<file path="config.mk">
export PLATFORM = sky130hd
export DESIGN_NAME = retry_backoff_report_limiter_top
export DESIGN_NICKNAME = d
export VERILOG_FILES = /design/src/rtl/rbrl_pkg.sv /design/src/rtl/retry_backoff_report_limiter_top.sv
export SDC_FILE = /design/constraint.sdc
export NUM_CORES = 1
export LEC_CHECK = 0
export BUFFER_PORTS_ARGS = -buffer_cell sky130_fd_sc_hd__buf_2
export CAP_MARGIN = 20
export CORE_MARGIN = 3
export CORE_UTILIZATION = 40
export DETAILED_ROUTE_END_ITERATION = 8
export PLACE_DENSITY = 0.57
export SYNTH_ARGS = -nofsm -noshare
export SYNTH_HDL_FRONTEND = slang
export SYNTH_SLANG_ARGS = --single-unit
export TNS_END_PERCENT = 5
</file>
<file path="constraint.sdc">
create_clock -name clk -period 6.8 [get_ports clk]
set_input_delay 1.36 -clock clk [delete_from_list [all_inputs] [get_ports clk]]
set_output_delay 1.36 -clock clk [all_outputs]
set_load 0.05 [all_outputs]
</file>
<file path="src/rtl/rbrl_pkg.sv">
// Shared types and constants for the retry backoff report limiter.
package rbrl_pkg;

  // Configuration register indexes (byte address = 4 * index)
  localparam logic [1:0] REG_BLOCKER_RECHECK = 2'd0;
  localparam logic [1:0] REG_MIN_RETRY       = 2'd1;
  localparam logic [1:0] REG_MAX_RETRY       = 2'd2;
  localparam logic [1:0] REG_SUMMARY_INTV    = 2'd3;

  localparam int unsigned CFG_ADDR_W = 4;
  localparam int unsigned CFG_DATA_W = 32;

  // Validity limits
  localparam logic [15:0] MIN_RETRY_FLOOR = 16'd5000;
  localparam logic [15:0] RETRY_CEILING   = 16'd60000;
  localparam logic [31:0] HALF_RANGE      = 32'h8000_0000;

  // Register reset values
  localparam logic [31:0] BLOCKER_RECHECK_RST = 32'd30000;
  localparam logic [15:0] MIN_RETRY_RST       = 16'd5000;
  localparam logic [15:0] MAX_RETRY_RST       = 16'd60000;
  localparam logic [31:0] SUMMARY_INTV_RST    = 32'd300000;

  localparam logic [31:0] COUNT_SAT = 32'hFFFF_FFFF;

  typedef struct packed {
    logic [31:0] now_ms;
    logic [3:0]  outcome_result;
    logic [2:0]  outcome_snapshot;
    logic [1:0]  outcome_phase;
    logic [3:0]  outcome_reason;
    logic [2:0]  outcome_deep_sleep;
  } in_item_t;

  typedef struct packed {
    logic        attempted;
    logic        transition;
    logic        summary_due;
    logic [31:0] suppressed_count;
  } out_item_t;

  // Outcome result codes that are not failures
  localparam logic [3:0] RES_ENTERED      = 4'd0;
  localparam logic [3:0] RES_NOT_ELIGIBLE = 4'd1;

endpackage

</file>
<file path="src/rtl/retry_backoff_report_limiter_top.sv">
// Top level of the retry backoff report limiter.
//
// Usage:
// - Input channel (in_valid/in_ready/in_data): one poll transaction carries
//   the current millisecond time and the five-part outcome of an attempt.
// - Result channel (out_valid/out_ready/out_data): exactly one result
//   transaction per poll: attempted, transition, summary_due and the
//   suppressed repeat count (zero unless summary_due is set).
// - Config port (APB-style, pready tied high): four registers at byte
//   addresses 0x0, 0x4, 0x8, 0xC. Write them only while the block is idle.
// Output: each result is registered, in the skid entry if the result register is held.
// Throughput: one poll per cycle unless stalled; the whole update (wrap-safe
//   elapsed compare, doubling with cap, saturating count) is one combinational
//   pass from the accepted poll and state registers into the result register.
// Stall: the result register is backed by a one-entry skid buffer, so a poll
//   is still taken while a result waits; in_ready drops only once the skid
//   entry is occupied, and returns as soon as out_ready drains it.
// Reset (rst_n, synchronous, active low): registers go to their reset
//   values, backoff state is cleared, the interval returns to 5000 ms and
//   both output slots are emptied.
module retry_backoff_report_limiter_top (
  input  logic                                clk,
  input  logic                                rst_n,
  // poll channel
  input  logic                                in_valid,
  output logic                                in_ready,
  input  rbrl_pkg::in_item_t                  in_data,
  // result channel
  output logic                                out_valid,
  input  logic                                out_ready,
  output rbrl_pkg::out_item_t                 out_data,
  // config port
  input  logic                                psel,
  input  logic                                penable,
  input  logic                                pwrite,
  input  logic [rbrl_pkg::CFG_ADDR_W-1:0]     paddr,
  input  logic [rbrl_pkg::CFG_DATA_W-1:0]     pwdata,
  output logic [rbrl_pkg::CFG_DATA_W-1:0]     prdata,
  output logic                                pready
);

  // ---------------- configuration registers ----------------
  logic [31:0] blocker_recheck_r;
  logic [15:0] min_retry_r;
  logic [15:0] max_retry_r;
  logic [31:0] summary_intv_r;
  logic        cfg_wr;
  logic [1:0]  cfg_idx;

  assign pready  = 1'b1;
  assign cfg_wr  = psel && penable && pwrite && pready;
  assign cfg_idx = paddr[3:2];

  always_ff @(posedge clk) begin
    if (!rst_n) begin
      blocker_recheck_r <= rbrl_pkg::BLOCKER_RECHECK_RST;
      min_retry_r       <= rbrl_pkg::MIN_RETRY_RST;
      max_retry_r       <= rbrl_pkg::MAX_RETRY_RST;
      summary_intv_r    <= rbrl_pkg::SUMMARY_INTV_RST;
    end else if (cfg_wr) begin
      unique case (cfg_idx)
        rbrl_pkg::REG_BLOCKER_RECHECK: blocker_recheck_r <= pwdata;
        rbrl_pkg::REG_MIN_RETRY:       min_retry_r       <= pwdata[15:0];
        rbrl_pkg::REG_MAX_RETRY:       max_retry_r       <= pwdata[15:0];
        rbrl_pkg::REG_SUMMARY_INTV:    summary_intv_r    <= pwdata;
        default: ;
      endcase
    end
  end

  always_comb begin
    unique case (cfg_idx)
      rbrl_pkg::REG_BLOCKER_RECHECK: prdata = blocker_recheck_r;
      rbrl_pkg::REG_MIN_RETRY:       prdata = {16'd0, min_retry_r};
      rbrl_pkg::REG_MAX_RETRY:       prdata = {16'd0, max_retry_r};
      rbrl_pkg::REG_SUMMARY_INTV:    prdata = summary_intv_r;
      default:                       prdata = '0;
    endcase
  end

  // All ranges must hold for any attempt to be taken.
  logic cfg_ok;
  assign cfg_ok = (blocker_recheck_r != 32'd0) &&
                  (blocker_recheck_r < rbrl_pkg::HALF_RANGE) &&
                  (min_retry_r >= rbrl_pkg::MIN_RETRY_FLOOR) &&
                  (min_retry_r <= rbrl_pkg::RETRY_CEILING) &&
                  (max_retry_r >= min_retry_r) &&
                  (max_retry_r <= rbrl_pkg::RETRY_CEILING) &&
                  (summary_intv_r >= {16'd0, rbrl_pkg::RETRY_CEILING}) &&
                  (summary_intv_r < rbrl_pkg::HALF_RANGE);

  // ---------------- backoff state ----------------
  logic        has_attempt_r;
  logic [31:0] last_attempt_r;
  logic [31:0] retry_interval_r,  retry_interval_nxt;
  logic        has_prev_r;
  logic [15:0] prev_outcome_r;
  logic [31:0] last_report_r;
  logic [31:0] suppressed_r,      suppressed_nxt;

  logic        in_acc;
  logic [15:0] packed_outcome;
  logic [31:0] since_attempt;
  logic [31:0] since_report;
  logic        attempt_go;
  logic        repeated;
  logic        failure;
  logic [32:0] doubled;
  logic        report_now;
  logic [31:0] count_inc;
  rbrl_pkg::out_item_t result;

  assign in_acc = in_valid && in_ready;

  assign packed_outcome = {in_data.outcome_result, in_data.outcome_snapshot,
                           in_data.outcome_phase, in_data.outcome_reason,
                           in_data.outcome_deep_sleep};

  // Wrap-safe elapsed times (mod 2^32)
  assign since_attempt = in_data.now_ms - last_attempt_r;
  assign since_report  = in_data.now_ms - last_report_r;

  assign attempt_go = cfg_ok && (!has_attempt_r || (since_attempt >= retry_interval_r));
  assign repeated   = has_prev_r && (prev_outcome_r == packed_outcome);
  assign failure    = (in_data.outcome_result != rbrl_pkg::RES_ENTERED) &&
                      (in_data.outcome_result != rbrl_pkg::RES_NOT_ELIGIBLE);

  // Doubling with cap: 2*ri > max covers both "ri >= max" and overflow past max.
  assign doubled = {retry_interval_r, 1'b0};

  always_comb begin
    if (failure) begin
      if (repeated) begin
        if (doubled > {17'd0, max_retry_r}) begin
          retry_interval_nxt = {16'd0, max_retry_r};
        end else begin
          retry_interval_nxt = doubled[31:0];
        end
      end else begin
        retry_interval_nxt = {16'd0, min_retry_r};
      end
    end else begin
      retry_interval_nxt = blocker_recheck_r;
    end
  end

  assign count_inc  = (suppressed_r == rbrl_pkg::COUNT_SAT) ? suppressed_r
                                                            : suppressed_r + 32'd1;
  assign report_now = repeated && (since_report >= summary_intv_r);

  always_comb begin
    if (!repeated || report_now) begin
      suppressed_nxt = 32'd0;
    end else begin
      suppressed_nxt = count_inc;
    end
  end

  always_comb begin
    result = '0;
    if (attempt_go) begin
      result.attempted   = 1'b1;
      result.transition  = !repeated;
      result.summary_due = report_now;
      if (report_now) begin
        result.suppressed_count = count_inc;
      end
    end
  end

  always_ff @(posedge clk) begin
    if (!rst_n) begin
      has_attempt_r    <= 1'b0;
      last_attempt_r   <= '0;
      retry_interval_r <= {16'd0, rbrl_pkg::MIN_RETRY_RST};
      has_prev_r       <= 1'b0;
      prev_outcome_r   <= '0;
      last_report_r    <= '0;
      suppressed_r     <= '0;
    end else if (in_acc && attempt_go) begin
      has_attempt_r    <= 1'b1;
      last_attempt_r   <= in_data.now_ms;
      retry_interval_r <= retry_interval_nxt;
      has_prev_r       <= 1'b1;
      prev_outcome_r   <= packed_outcome;
      suppressed_r     <= suppressed_nxt;
      if (!repeated || report_now) begin
        last_report_r <= in_data.now_ms;
      end
    end
  end

  // ---------------- result register + skid ----------------
  logic                out_valid_r;
  rbrl_pkg::out_item_t out_r;
  logic                skid_valid_r;
  rbrl_pkg::out_item_t skid_r;

  assign in_ready  = !skid_valid_r;
  assign out_valid = out_valid_r;
  assign out_data  = out_r;

  always_ff @(posedge clk) begin
    if (!rst_n) begin
      out_valid_r  <= 1'b0;
      skid_valid_r <= 1'b0;
    end else if (out_ready || !out_valid_r) begin
      // output slot frees up this cycle
      if (skid_valid_r) begin
        out_valid_r  <= 1'b1;
        skid_valid_r <= 1'b0;
      end else begin
        out_valid_r <= in_acc;
      end
    end else if (in_acc) begin
      skid_valid_r <= 1'b1;
    end
  end

  // payload, no reset needed
  always_ff @(posedge clk) begin
    if (out_ready || !out_valid_r) begin
      if (skid_valid_r) begin
        out_r <= skid_r;
      end else if (in_acc) begin
        out_r <= result;
      end
    end else if (in_acc) begin
      skid_r <= result;
    end
  end

  // ---------------- assertions ----------------
  a_skid_behind_out: assert property (@(posedge clk) disable iff (!rst_n)
    skid_valid_r |-> out_valid_r)
    else $error("skid entry held while result register empty");

  a_count_only_on_summary: assert property (@(posedge clk) disable iff (!rst_n)
    (out_valid_r && !out_r.summary_due) |-> (out_r.suppressed_count == 32'd0))
    else $error("suppressed count reported without summary");

  a_flags_need_attempt: assert property (@(posedge clk) disable iff (!rst_n)
    (out_valid_r && (out_r.transition || out_r.summary_due)) |-> out_r.attempted)
    else $error("transition or summary without attempt");

  a_interval_holds_idle: assert property (@(posedge clk) disable iff (!rst_n)
    !(in_acc && attempt_go) |=> $stable(retry_interval_r))
    else $error("retry interval changed without an attempt");

  a_summary_is_repeat: assert property (@(posedge clk) disable iff (!rst_n)
    (out_valid_r && out_r.summary_due) |-> !out_r.transition)
    else $error("summary reported on a new outcome");

endmodule

</file>
Word-level counts from Yosys, hierarchy flattened
Index checks and enable logic that the tools add are counted.
{"block": "word_totals", "regBits": 313, "inputBits": 91, "output_inout_bits": 70, "word_cells": 86}
{"block": "classes", "add_sub_neg": 3, "magnitude_cmp": 10, "n_eq_ne": 6, "n_mux": 11, "bitwise_logic": 2, "reduce_logical": 34}
{"op": "32-bit two-way mux", "count": 6}
{"op": "32-bit one-hot mux with 4 select lines", "count": 1}
{"op": "35-bit two-way mux", "count": 3}
{"op": "32-bit greater-or-equal comparator", "count": 2}
{"op": "32-bit less-than comparator (second input constant)", "count": 2}
{"op": "32-bit subtractor", "count": 2}
{"op": "33-bit by 16-bit greater-than comparator with 1-bit output", "count": 1}
{"op": "32-bit by 1-bit adder with 32-bit output (second input constant)", "count": 1}
{"op": "32-bit == test (second input constant)", "count": 1}
{"op": "32-bit by 16-bit greater-or-equal comparator with 1-bit output (second input constant)", "count": 1}
{"op": "16-bit less-or-equal comparator (second input constant)", "count": 2}
{"op": "32-bit nonzero test", "count": 1}
{"op": "16-bit == test", "count": 1}
{"op": "16-bit by 13-bit greater-or-equal comparator with 1-bit output (second input constant)", "count": 1}
{"op": "16-bit greater-or-equal comparator", "count": 1}
{"op": "1-bit logical AND", "count": 15}
{"op": "2-bit AND reduction", "count": 7}
{"op": "2-bit == test (second input constant)", "count": 2}
{"op": "1-bit logical NOT", "count": 4}
{"op": "4-bit by 1-bit inequality test with 1-bit output (second input constant)", "count": 1}
{"op": "4-bit nonzero test", "count": 1}
{"op": "1-bit logical OR", "count": 3}
{"op": "2-bit by 1-bit == test with 1-bit output (second input constant)", "count": 1}
{"op": "2-bit logical NOT", "count": 1}
{"op": "4 further kinds", "count": 5}

Longest topological paths before layout
Gate-level depths: netlist (run 1).
{"block": "logic_depth", "word_depth": 12, "ltp_mapped": 25, "mapped_depth_nobuf": 22}

Worst setup path after synthesis (run 1)
OpenSTA, ideal clock, no wires.
{"block": "synth_path", "path_kind": "input to register", "start": "input in_data[16] (netlist name)", "end": "register out_r, in the netlist out_data[26], data pin", "setup_ns": 0.169, "t_arrival_ns": 5.510, "required_ns": 6.631, "path_slack_ns": 1.121, "path_stages": 25, "n_path_buf": 3, "path_cell_list": "inv_1 > ha_1 > inv_1 > fa_1 > a211o_1 > a21oi_1 > nor2_1 > o21a_1 > a211o_1 > a31o_2 > o21ai_0 > xnor2_1 > ha_1 > nand4_1 > nor2_1 > nand2_1 > nor3_1 > o311ai_0 > a211o_1 > buf_6 > clkinv_2 > o211ai_1 > buf_2 > buf_6 > o31ai_1"}
{"block": "synth_via", "elab_chain_len": 7, "elab_cells_between_ends": 11, "cone_classes": "add/sub: 2; order compare: 2; mux: 4; reduce/logical: 3"}
{"element": "from (decl)", "line": "retry_backoff_report_limiter_top.sv:27", "text": "input rbrl_pkg::in_item_t in_data,"}
{"element": "32-bit subtractor, on equally long branches", "line": "retry_backoff_report_limiter_top.sv:121, retry_backoff_report_limiter_top.sv:120"}
{"element": "32-bit greater-or-equal comparator, on equally long branches", "line": "retry_backoff_report_limiter_top.sv:149, retry_backoff_report_limiter_top.sv:123"}
{"element": "1-bit logical AND / 1-bit logical OR (equally long branches)", "line": "retry_backoff_report_limiter_top.sv:149, retry_backoff_report_limiter_top.sv:123"}
{"element": "32-bit two-way mux / 1-bit logical AND (equally long branches)", "line": "retry_backoff_report_limiter_top.sv:165, retry_backoff_report_limiter_top.sv:123"}
{"element": "35-bit two-way mux (*)", "line": "retry_backoff_report_limiter_top.sv:161", "text": "if (attempt_go) begin"}
{"element": "35-bit two-way mux (*)", "line": "retry_backoff_report_limiter_top.sv:225", "text": "end else if (in_acc) begin"}
{"element": "35-bit two-way mux (*)", "line": "retry_backoff_report_limiter_top.sv:223", "text": "if (skid_valid_r) begin"}
{"element": "to (signal assigned)", "line": "retry_backoff_report_limiter_top.sv:224", "text": "out_r <= skid_r;"}
{"element": "to (signal assigned)", "line": "retry_backoff_report_limiter_top.sv:226", "text": "out_r <= result;"}
{"element": "to (decl)", "line": "retry_backoff_report_limiter_top.sv:195", "text": "rbrl_pkg::out_item_t out_r;"}
Mark *: on every way between the ends. The rest lies on a longest branch, timed or not. The select of a mux whose other input is x is not followed.
A chain may end at the register's enable or synchronous reset.

Worst setup path after layout (run 1)
{"block": "layout_path", "start": "input in_data[20] (netlist name)", "end": "register retry_interval_r[5]"}
{"block": "layout_via", "elab_chain_len": 5}
{"element": "32-bit subtractor", "line": "retry_backoff_report_limiter_top.sv:120", "text": "assign since_attempt = in_data.now_ms - last_attempt_r;"}
{"element": "32-bit greater-or-equal comparator", "line": "retry_backoff_report_limiter_top.sv:123", "text": "assign attempt_go = cfg_ok && (!has_attempt_r || (since_attempt >= retry_interval_r));"}
{"element": "1-bit logical OR", "line": "retry_backoff_report_limiter_top.sv:123"}
{"element": "1-bit logical AND", "line": "retry_backoff_report_limiter_top.sv:123"}
{"element": "1-bit logical AND", "line": "retry_backoff_report_limiter_top.sv:180", "text": "end else if (in_acc && attempt_go) begin"}
{"element": "to (signal assigned)", "line": "retry_backoff_report_limiter_top.sv:175", "text": "retry_interval_r <= {16'd0, rbrl_pkg::MIN_RETRY_RST};"}
{"element": "to (signal assigned)", "line": "retry_backoff_report_limiter_top.sv:183", "text": "retry_interval_r <= retry_interval_nxt;"}
{"element": "to (decl)", "line": "retry_backoff_report_limiter_top.sv:95", "text": "logic [31:0] retry_interval_r, retry_interval_nxt;"}
Every way passes these cells.

==> impl_metrics.py, run 1 <==
metrics = {
    "finish": {
        "utilization_pct": 47.5,
        "final_layout_size_suffix_gt1_share_pct": 14.1,
        "mostFrequentLayoutCells": "385 x nand2_1, 242 x dfxtp_1, 217 x a21oi_1, 183 x inv_1, 158 x ha_1",
        "diodes": 0,
        "fill_cells": 4709,
        "final_area_mm2": 0.0229,
        "regArea_mm2": 0.00697,
        "multi_input_area_mm2": 0.0115,
        "layout.nets": 2804,
        "area_growth_pct": 16.6,
        "mostFrequentLayoutCell": "nand2_1",
    },
    "detailed_routing": {
        "routed_wl_um": 60200,
        "wl_per_cell_um": 18.6,
        "vias": 18100,
        "via_per_inst": 5.58,
        "drtIter0Drc": 1339,
        "drc": 0,
        "ant_nets": 0,
        "dr.pass1.iters": 5,
    },
    "cts": {
        "cts_hold_buf": 0,
        "clk_path_buf_depth": 3,
        "cts_inserted_buffers": 39,
        "cts_resized": 0,
        "htree_levels": 2,
        "cts_sinks": 313,
        "cts_tree": "yes",
        "clkTransAtPathRegs_ns": 0.06,
        "postCtsSetupRepairBufs": 0,
        "cts-root-buf": "clkbuf_16",
        "clock_latency_ns": 0.55,
    },
    "floorplanning": {
        "ios": 161,
        "core_mm2": 0.0481,
        "die_area_mm2": 0.0517,
        "die_w_um": 227,
        "die_h_um": 227,
        "rows": 80,
        "start_util_pct": 40.8,
    },
    "yosys": {
        "yosysWarnings": 0,
        "syn_area_mm2": 0.0196,
        "syn_area_per_cell_um2": 8.20,
        "seq_area_frac_synth_pct": 35.5,
        "netlist_instances": 2393,
        "ys_ff_latch": 313,
        "ys_async_sr_fraction_pct": 0,
        "synth_flop_cell": "dfxtp_1",
        "synth_edf_count": 70,
        "syn-num-nets": 2644,
        "synth.distinct_cells": 74,
    },
    "placement": {
        "dpl_cell_area_mm2": 0.0215,
        "dp_hpwl_um": 43700,
        "pre_cts_ws_ns": -0.0334,
        "numPortBuffers": 157,
        "routabilityCongestion": 0.936,
    },
    "setup_path": {
        "cpPeakStageDelay_ns": 0.53,
        "crit_path_end_kind": "flip-flop",
        "worstSetupPathType": "input port to flip-flop",
        "crit_fanout": 28,
        "crit_top_cell": "buf_4",
        "cp_data_required_time_ns": 7.22,
        "worst_setup_path_start_kind": "input port",
        "worstPathArrival_ns": 6.70,
        "slowest_stage": "or4_1",
        "path_cells": "buf_2 > ha_1 > or4_1 > o2111a_1 > o311ai_0 > buf_4 > a31oi_1 > a41oi_1 > o21ba_2 > nand3_1 > a211o_1 > ha_1 > nand4_1 > nor2_1 > nand2_1 > nor3_1 > o311ai_0 > a211o_4 > buf_4 > buf_4 > nor2_1 > buf_4 > o22ai_1",
    },
    "timing": {
        "fin_ws_ns": 0.525,
        "worst_pin_slew_ns": 1.03,
        "slew_headroom_pct": 31.5,
        "fmax_mhz": 159,
        "rsz0062_at_grt": "false",
        "drv_slew": 0,
        "finalCriticalPeriod_ns": 6.27,
        "finalHoldViolations": 0,
        "fin_crit_sh_pct": 92.3,
        "fin_worst_skew_ns": 0.0158,
        "finalSetupViolations": 0,
    },
    "run": {
        "maxCapViolations": 0,
    },
    "pwr": {
        "p_total_mw": 5.67,
        "vdd_drop_max_mv": 0.187,
        "powerDensity_mw_per_mm2": 248,
        "p_leak_nw": 8.76,
    },
    "outcome": {
        "status": "finished, final reports clean",
    },
    "grt": {
        "grt.total_usage_pct": 23.1,
        "grt_max_degree": 105,
        "grt_pass1_wl_um": 95400,
        "antenna_found_initial": 6,
        "grt_pass1_vias": 17100,
        "overflow": 0,
    },
    "worst_hold_path": {
        "min_path_type": "flip-flop to flip-flop",
    },
}
## layout make-up
| type | count | share of cell area (%) |
|---|---|---|
| Tap cell | 656 | 3.59 |
| Clock inverter | 19 | 0.886 |
| Multi-Input combinational cell | 1754 | 50.0 |
| Inverter | 185 | 3.05 |
| Timing Repair Buffer | 260 | 7.25 |
| Clock buffer | 51 | 4.73 |
| Sequential cell | 313 | 30.4 |
## layer usage
| layer | track usage, % | up-vias | routed length (um) |
|---|---|---|---|
| li1 | - | 8894 | - |
| met1 | 32.4 | 8480 | 27500 |
| met2 | 36.9 | 592 | 27300 |
| met3 | 3.87 | 90 | 4030 |
| met4 | 6.23 | 12 | 1320 |
| met5 | 0 | - | 75 |
## worst paths after layout
check | from | depth (start not counted) | endpoint | slack (ns)
max | in_data[20] | 23 | retry_interval_r[5] | 0.53
max reg2reg | last_attempt_r[4] | 23 | retry_interval_r[5] | 1.12
min reg2reg | last_report_r[17] | 2 | last_report_r[17] | 0.46
min | last_report_r[17] | 2 | last_report_r[17] | 0.46
## synthesized netlist by cell type (9+ instances only)
master | number | share of area [%]
a211oi_1 | 38 | 1.5
a21o_1 | 43 | 1.6
a21oi_1 | 217 | 5.5
a31oi_1 | 10 | 0.32
and3_1 | 18 | 0.57
and4_1 | 10 | 0.45
buf_1 | 9 | 0.17
clkbuf_1 | 119 | 2.3
dfxtp_1 | 243 | 25
edfxtp_1 | 70 | 11
ha_1 | 158 | 10
inv_1 | 184 | 3.5
mux2i_1 | 42 | 2.1
mux4_2 | 16 | 1.8
nand2_1 | 386 | 7.4
nand2b_1 | 16 | 0.51
nand3_1 | 96 | 2.4
nand4_1 | 49 | 1.6
nor2_1 | 86 | 1.6
nor2b_1 | 12 | 0.38
nor3_1 | 22 | 0.56
nor4_1 | 24 | 0.77
o211ai_1 | 33 | 1.3
o21a_1 | 14 | 0.54
o21ai_0 | 139 | 3.5
o21bai_1 | 9 | 0.34
o221ai_1 | 12 | 0.54
o22ai_1 | 39 | 1.2
o31ai_1 | 39 | 1.5
or3_1 | 38 | 1.2
xnor2_1 | 51 | 2.3
xor2_1 | 50 | 2.2
## logic make-up (layout without fill, tap and decap cells)
family	Yosys count	count (layout)	synth area share, %
AOI/OAI and AO/OA	645	645	20.3
xor gates and xnor gates	101	101	4.51
adders and majority gates	160	160	10.3
buffers and inverters	326	515	6.47
DFF	313	313	35.5
muxes	59	59	4.04
other	1	1	0.0191
and+or+nand+nor	788	788	18.8
## critical path: cells and delay by family
kind                       cells  cell delay, ns
and+or+nand+nor                7            1.49
AOI/OAI and AO/OA              9            2.19
buffers and inverters          5            1.05
adders and majority gates      2            0.59
## metrics by stage
stage | hold WS [ns] | TNS, ns | instances
after detailed placement | 0.447 | -0.469 | 3165
final | 0.455 | 0 | 3238
after global routing | 0.475 | 0 | 3238
after global placement | 0.443 | 0 | 3164
after floorplan | 0.435 | 0 | 2393
after CTS | 0.458 | 0 | 3235
## where the power goes
part	switching, mW	internal [mW]	total [mW]
registers	0.0482	1.99	2.04
clock network	0.857	1.28	2.13
logic	0.908	0.589	1.50
total	1.81	3.85	5.67
## flip-flops by register name, indices dropped and copies added, names as in the netlist, 16 cells and up
register	flops
blocker_recheck_r	32
prev_outcome_r	16
summary_intv_r	32
last_report_r	32
retry_interval_r	32
out_data	35
min_retry_r	16
max_retry_r	16
skid_r	35
last_attempt_r	32
suppressed_r	32
Power figures use the tool's default switching activity.
==> run 2, diff against run 1 <==
--- a/config.mk
+++ b/config.mk
@@ -10,7 +10,7 @@
 export CORE_MARGIN = 3
 export CORE_UTILIZATION = 40
 export DETAILED_ROUTE_END_ITERATION = 8
-export PLACE_DENSITY = 0.57
+export PLACE_DENSITY = 0.59
 export SYNTH_ARGS = -nofsm -noshare
 export SYNTH_HDL_FRONTEND = slang
 export SYNTH_SLANG_ARGS = --single-unit
==> constraint.sdc (replaced) <==
create_clock -name clk -period 5.2 [get_ports clk]
set_input_delay 1.04 -clock clk [delete_from_list [all_inputs] [get_ports clk]]
set_output_delay 1.04 -clock clk [all_outputs]
set_load 0.05 [all_outputs]
==> impl_metrics.py, run 2 (synthesis results as in run 1) <==
metrics = {
    "cts": {
        "cts_sinks": 313,
        "cts-root-buf": "clkbuf_16",
        "clkTransAtPathRegs_ns": 0.06,
        "cts_tree": "yes",
        "cts_hold_buf": 0,
        "cts_inserted_buffers": 40,
        "clock_latency_ns": 0.56,
        "htree_levels": 2,
        "clk_path_buf_depth": 3,
    },
    "timing": {
        "finalHoldViolations": 0,
        "finalSetupViolations": 35,
        "fmax_mhz": 190,
        "worst_pin_slew_ns": 1.06,
        "fin_ws_ns": -0.0519,
        "drv_slew": 0,
        "slew_headroom_pct": 29.2,
        "finalCriticalPeriod_ns": 5.25,
        "fin_crit_sh_pct": 101,
        "holdWs_ns": 0.454,
        "fin_worst_skew_ns": 0.0256,
        "rsz0062_at_grt": "true",
    },
    "floorplanning": {
        "rows": 80,
        "core_mm2": 0.0481,
        "die_h_um": 227,
        "die_area_mm2": 0.0517,
        "die_w_um": 227,
        "ios": 161,
        "start_util_pct": 40.8,
    },
    "placement": {
        "routabilityCongestion": 0.893,
        "dp_hpwl_um": 45500,
        "numPortBuffers": 157,
        "pre_cts_ws_ns": -1.12,
        "dpl_cell_area_mm2": 0.0224,
    },
    "detailed_routing": {
        "drc": 0,
        "routed_wl_um": 63200,
        "wl_per_cell_um": 18.8,
        "drtIter0Drc": 1400,
        "vias": 18800,
        "via_per_inst": 5.60,
        "ant_nets": 0,
        "dr.pass1.iters": 5,
    },
    "setup_path": {
        "worstSetupPathType": "input port to flip-flop",
        "crit_fanout": 7,
        "crit_path_end_kind": "flip-flop",
        "worstPathArrival_ns": 5.62,
        "worst_setup_path_start_kind": "input port",
        "cp_data_required_time_ns": 5.57,
    },
    "grt": {
        "overflow": 0,
        "grt_pass1_wl_um": 97700,
        "grt_max_degree": 117,
        "grt.total_usage_pct": 23.7,
        "antenna_found_initial": 2,
        "grt_pass1_vias": 17800,
    },
    "finish": {
        "layout.nets": 2926,
        "final_area_mm2": 0.0246,
        "final_layout_size_suffix_gt1_share_pct": 21.0,
        "utilization_pct": 51.2,
        "fill_cells": 4535,
        "diodes": 0,
        "mostFrequentLayoutCells": "384 x nand2_1, 242 x dfxtp_1, 212 x a21oi_1, 196 x buf_4, 181 x inv_1",
        "area_growth_pct": 25.6,
        "multi_input_area_mm2": 0.0120,
        "mostFrequentLayoutCell": "nand2_1",
        "regArea_mm2": 0.00697,
    },
    "pwr": {
        "vdd_drop_max_mv": 0.236,
        "powerDensity_mw_per_mm2": 316,
        "p_leak_nw": 9.54,
    },
    "outcome": {
        "status": "complete, but fails checks",
        "violations": "negative setup slack",
    },
    "worst_hold_path": {
        "min_path_type": "flip-flop to flip-flop",
    },
    "run": {
        "maxCapViolations": 0,
    },
}
run 2: final timing paths:
check                           depth (start not counted)  slack [ns]                to               from
worst max-delay path                                   24       -0.05      out_data[23]        in_data[20]
worst min-delay path                                    2        0.45  last_report_r[3]   last_report_r[3]
worst max register to register                         24        0.24      out_data[23]  last_attempt_r[4]
worst min register to register                          2        0.45  last_report_r[3]   last_report_r[3]
run 2: final cells by class:
type	instances	area share [%]
multi-input combinational	1754	48.7
sequential	313	28.3
timing repair buffer	381	11.3
clock buffer	53	4.59
tap	656	3.33
inverter	185	2.90
clock inverter	20	0.878
run 2: what timing repair did:
action / CTS / global route
setup buffers: 4 / 13
cloned: 3 / 5
resized for setup: 25 / 113
pin swaps: 8 / 67
setup endpoints to repair: 134 / 214
run 2: per-layer routing:
layer | global-route usage, % | wire (um)
met1 | 33.0 | 28500
met5 | 0 | 14
met4 | 6.86 | 1630
met3 | 3.95 | 4320
met2 | 38.1 | 28700
run 2: through the flow:
stage / power, mW / std cells / setup TNS (ns)
after floorplan: 4.05 / 2393 / -0.00218
after global placement: 4.76 / 3263 / -159.49
after detailed placement: 4.82 / 3264 / -180.94
after CTS: 7.76 / 3344 / -0.0360
after global routing: 8.19 / 3362 / -17.61
final: 7.80 / 3362 / -0.725
run 2: worst max-delay path, cell delays in order:
cell	delay (ns)
buf_2	0.19
ha_4	0.23
or4_1	0.53
o2111a_1	0.17
o311ai_1	0.09
buf_4	0.20
a31oi_4	0.11
a41oi_2	0.21
buf_4	0.16
o211ai_1	0.11
buf_4	0.17
xor2_1	0.15
ha_1	0.31
nand4_1	0.15
buf_4	0.16
buf_4	0.12
o211ai_1	0.22
a21oi_2	0.08
a211o_4	0.40
clkinv_4	0.07
o211ai_1	0.12
buf_4	0.22
buf_12	0.16
o31ai_1	0.25
run 2: power breakdown:
part | internal, mW | switching [mW] | leakage, nW
logic | 1.00 | 1.27 | 6.28
clock network | 1.73 | 1.13 | 0.663
registers | 2.60 | 0.0661 | 2.60
total | 5.34 | 2.46 | 9.54
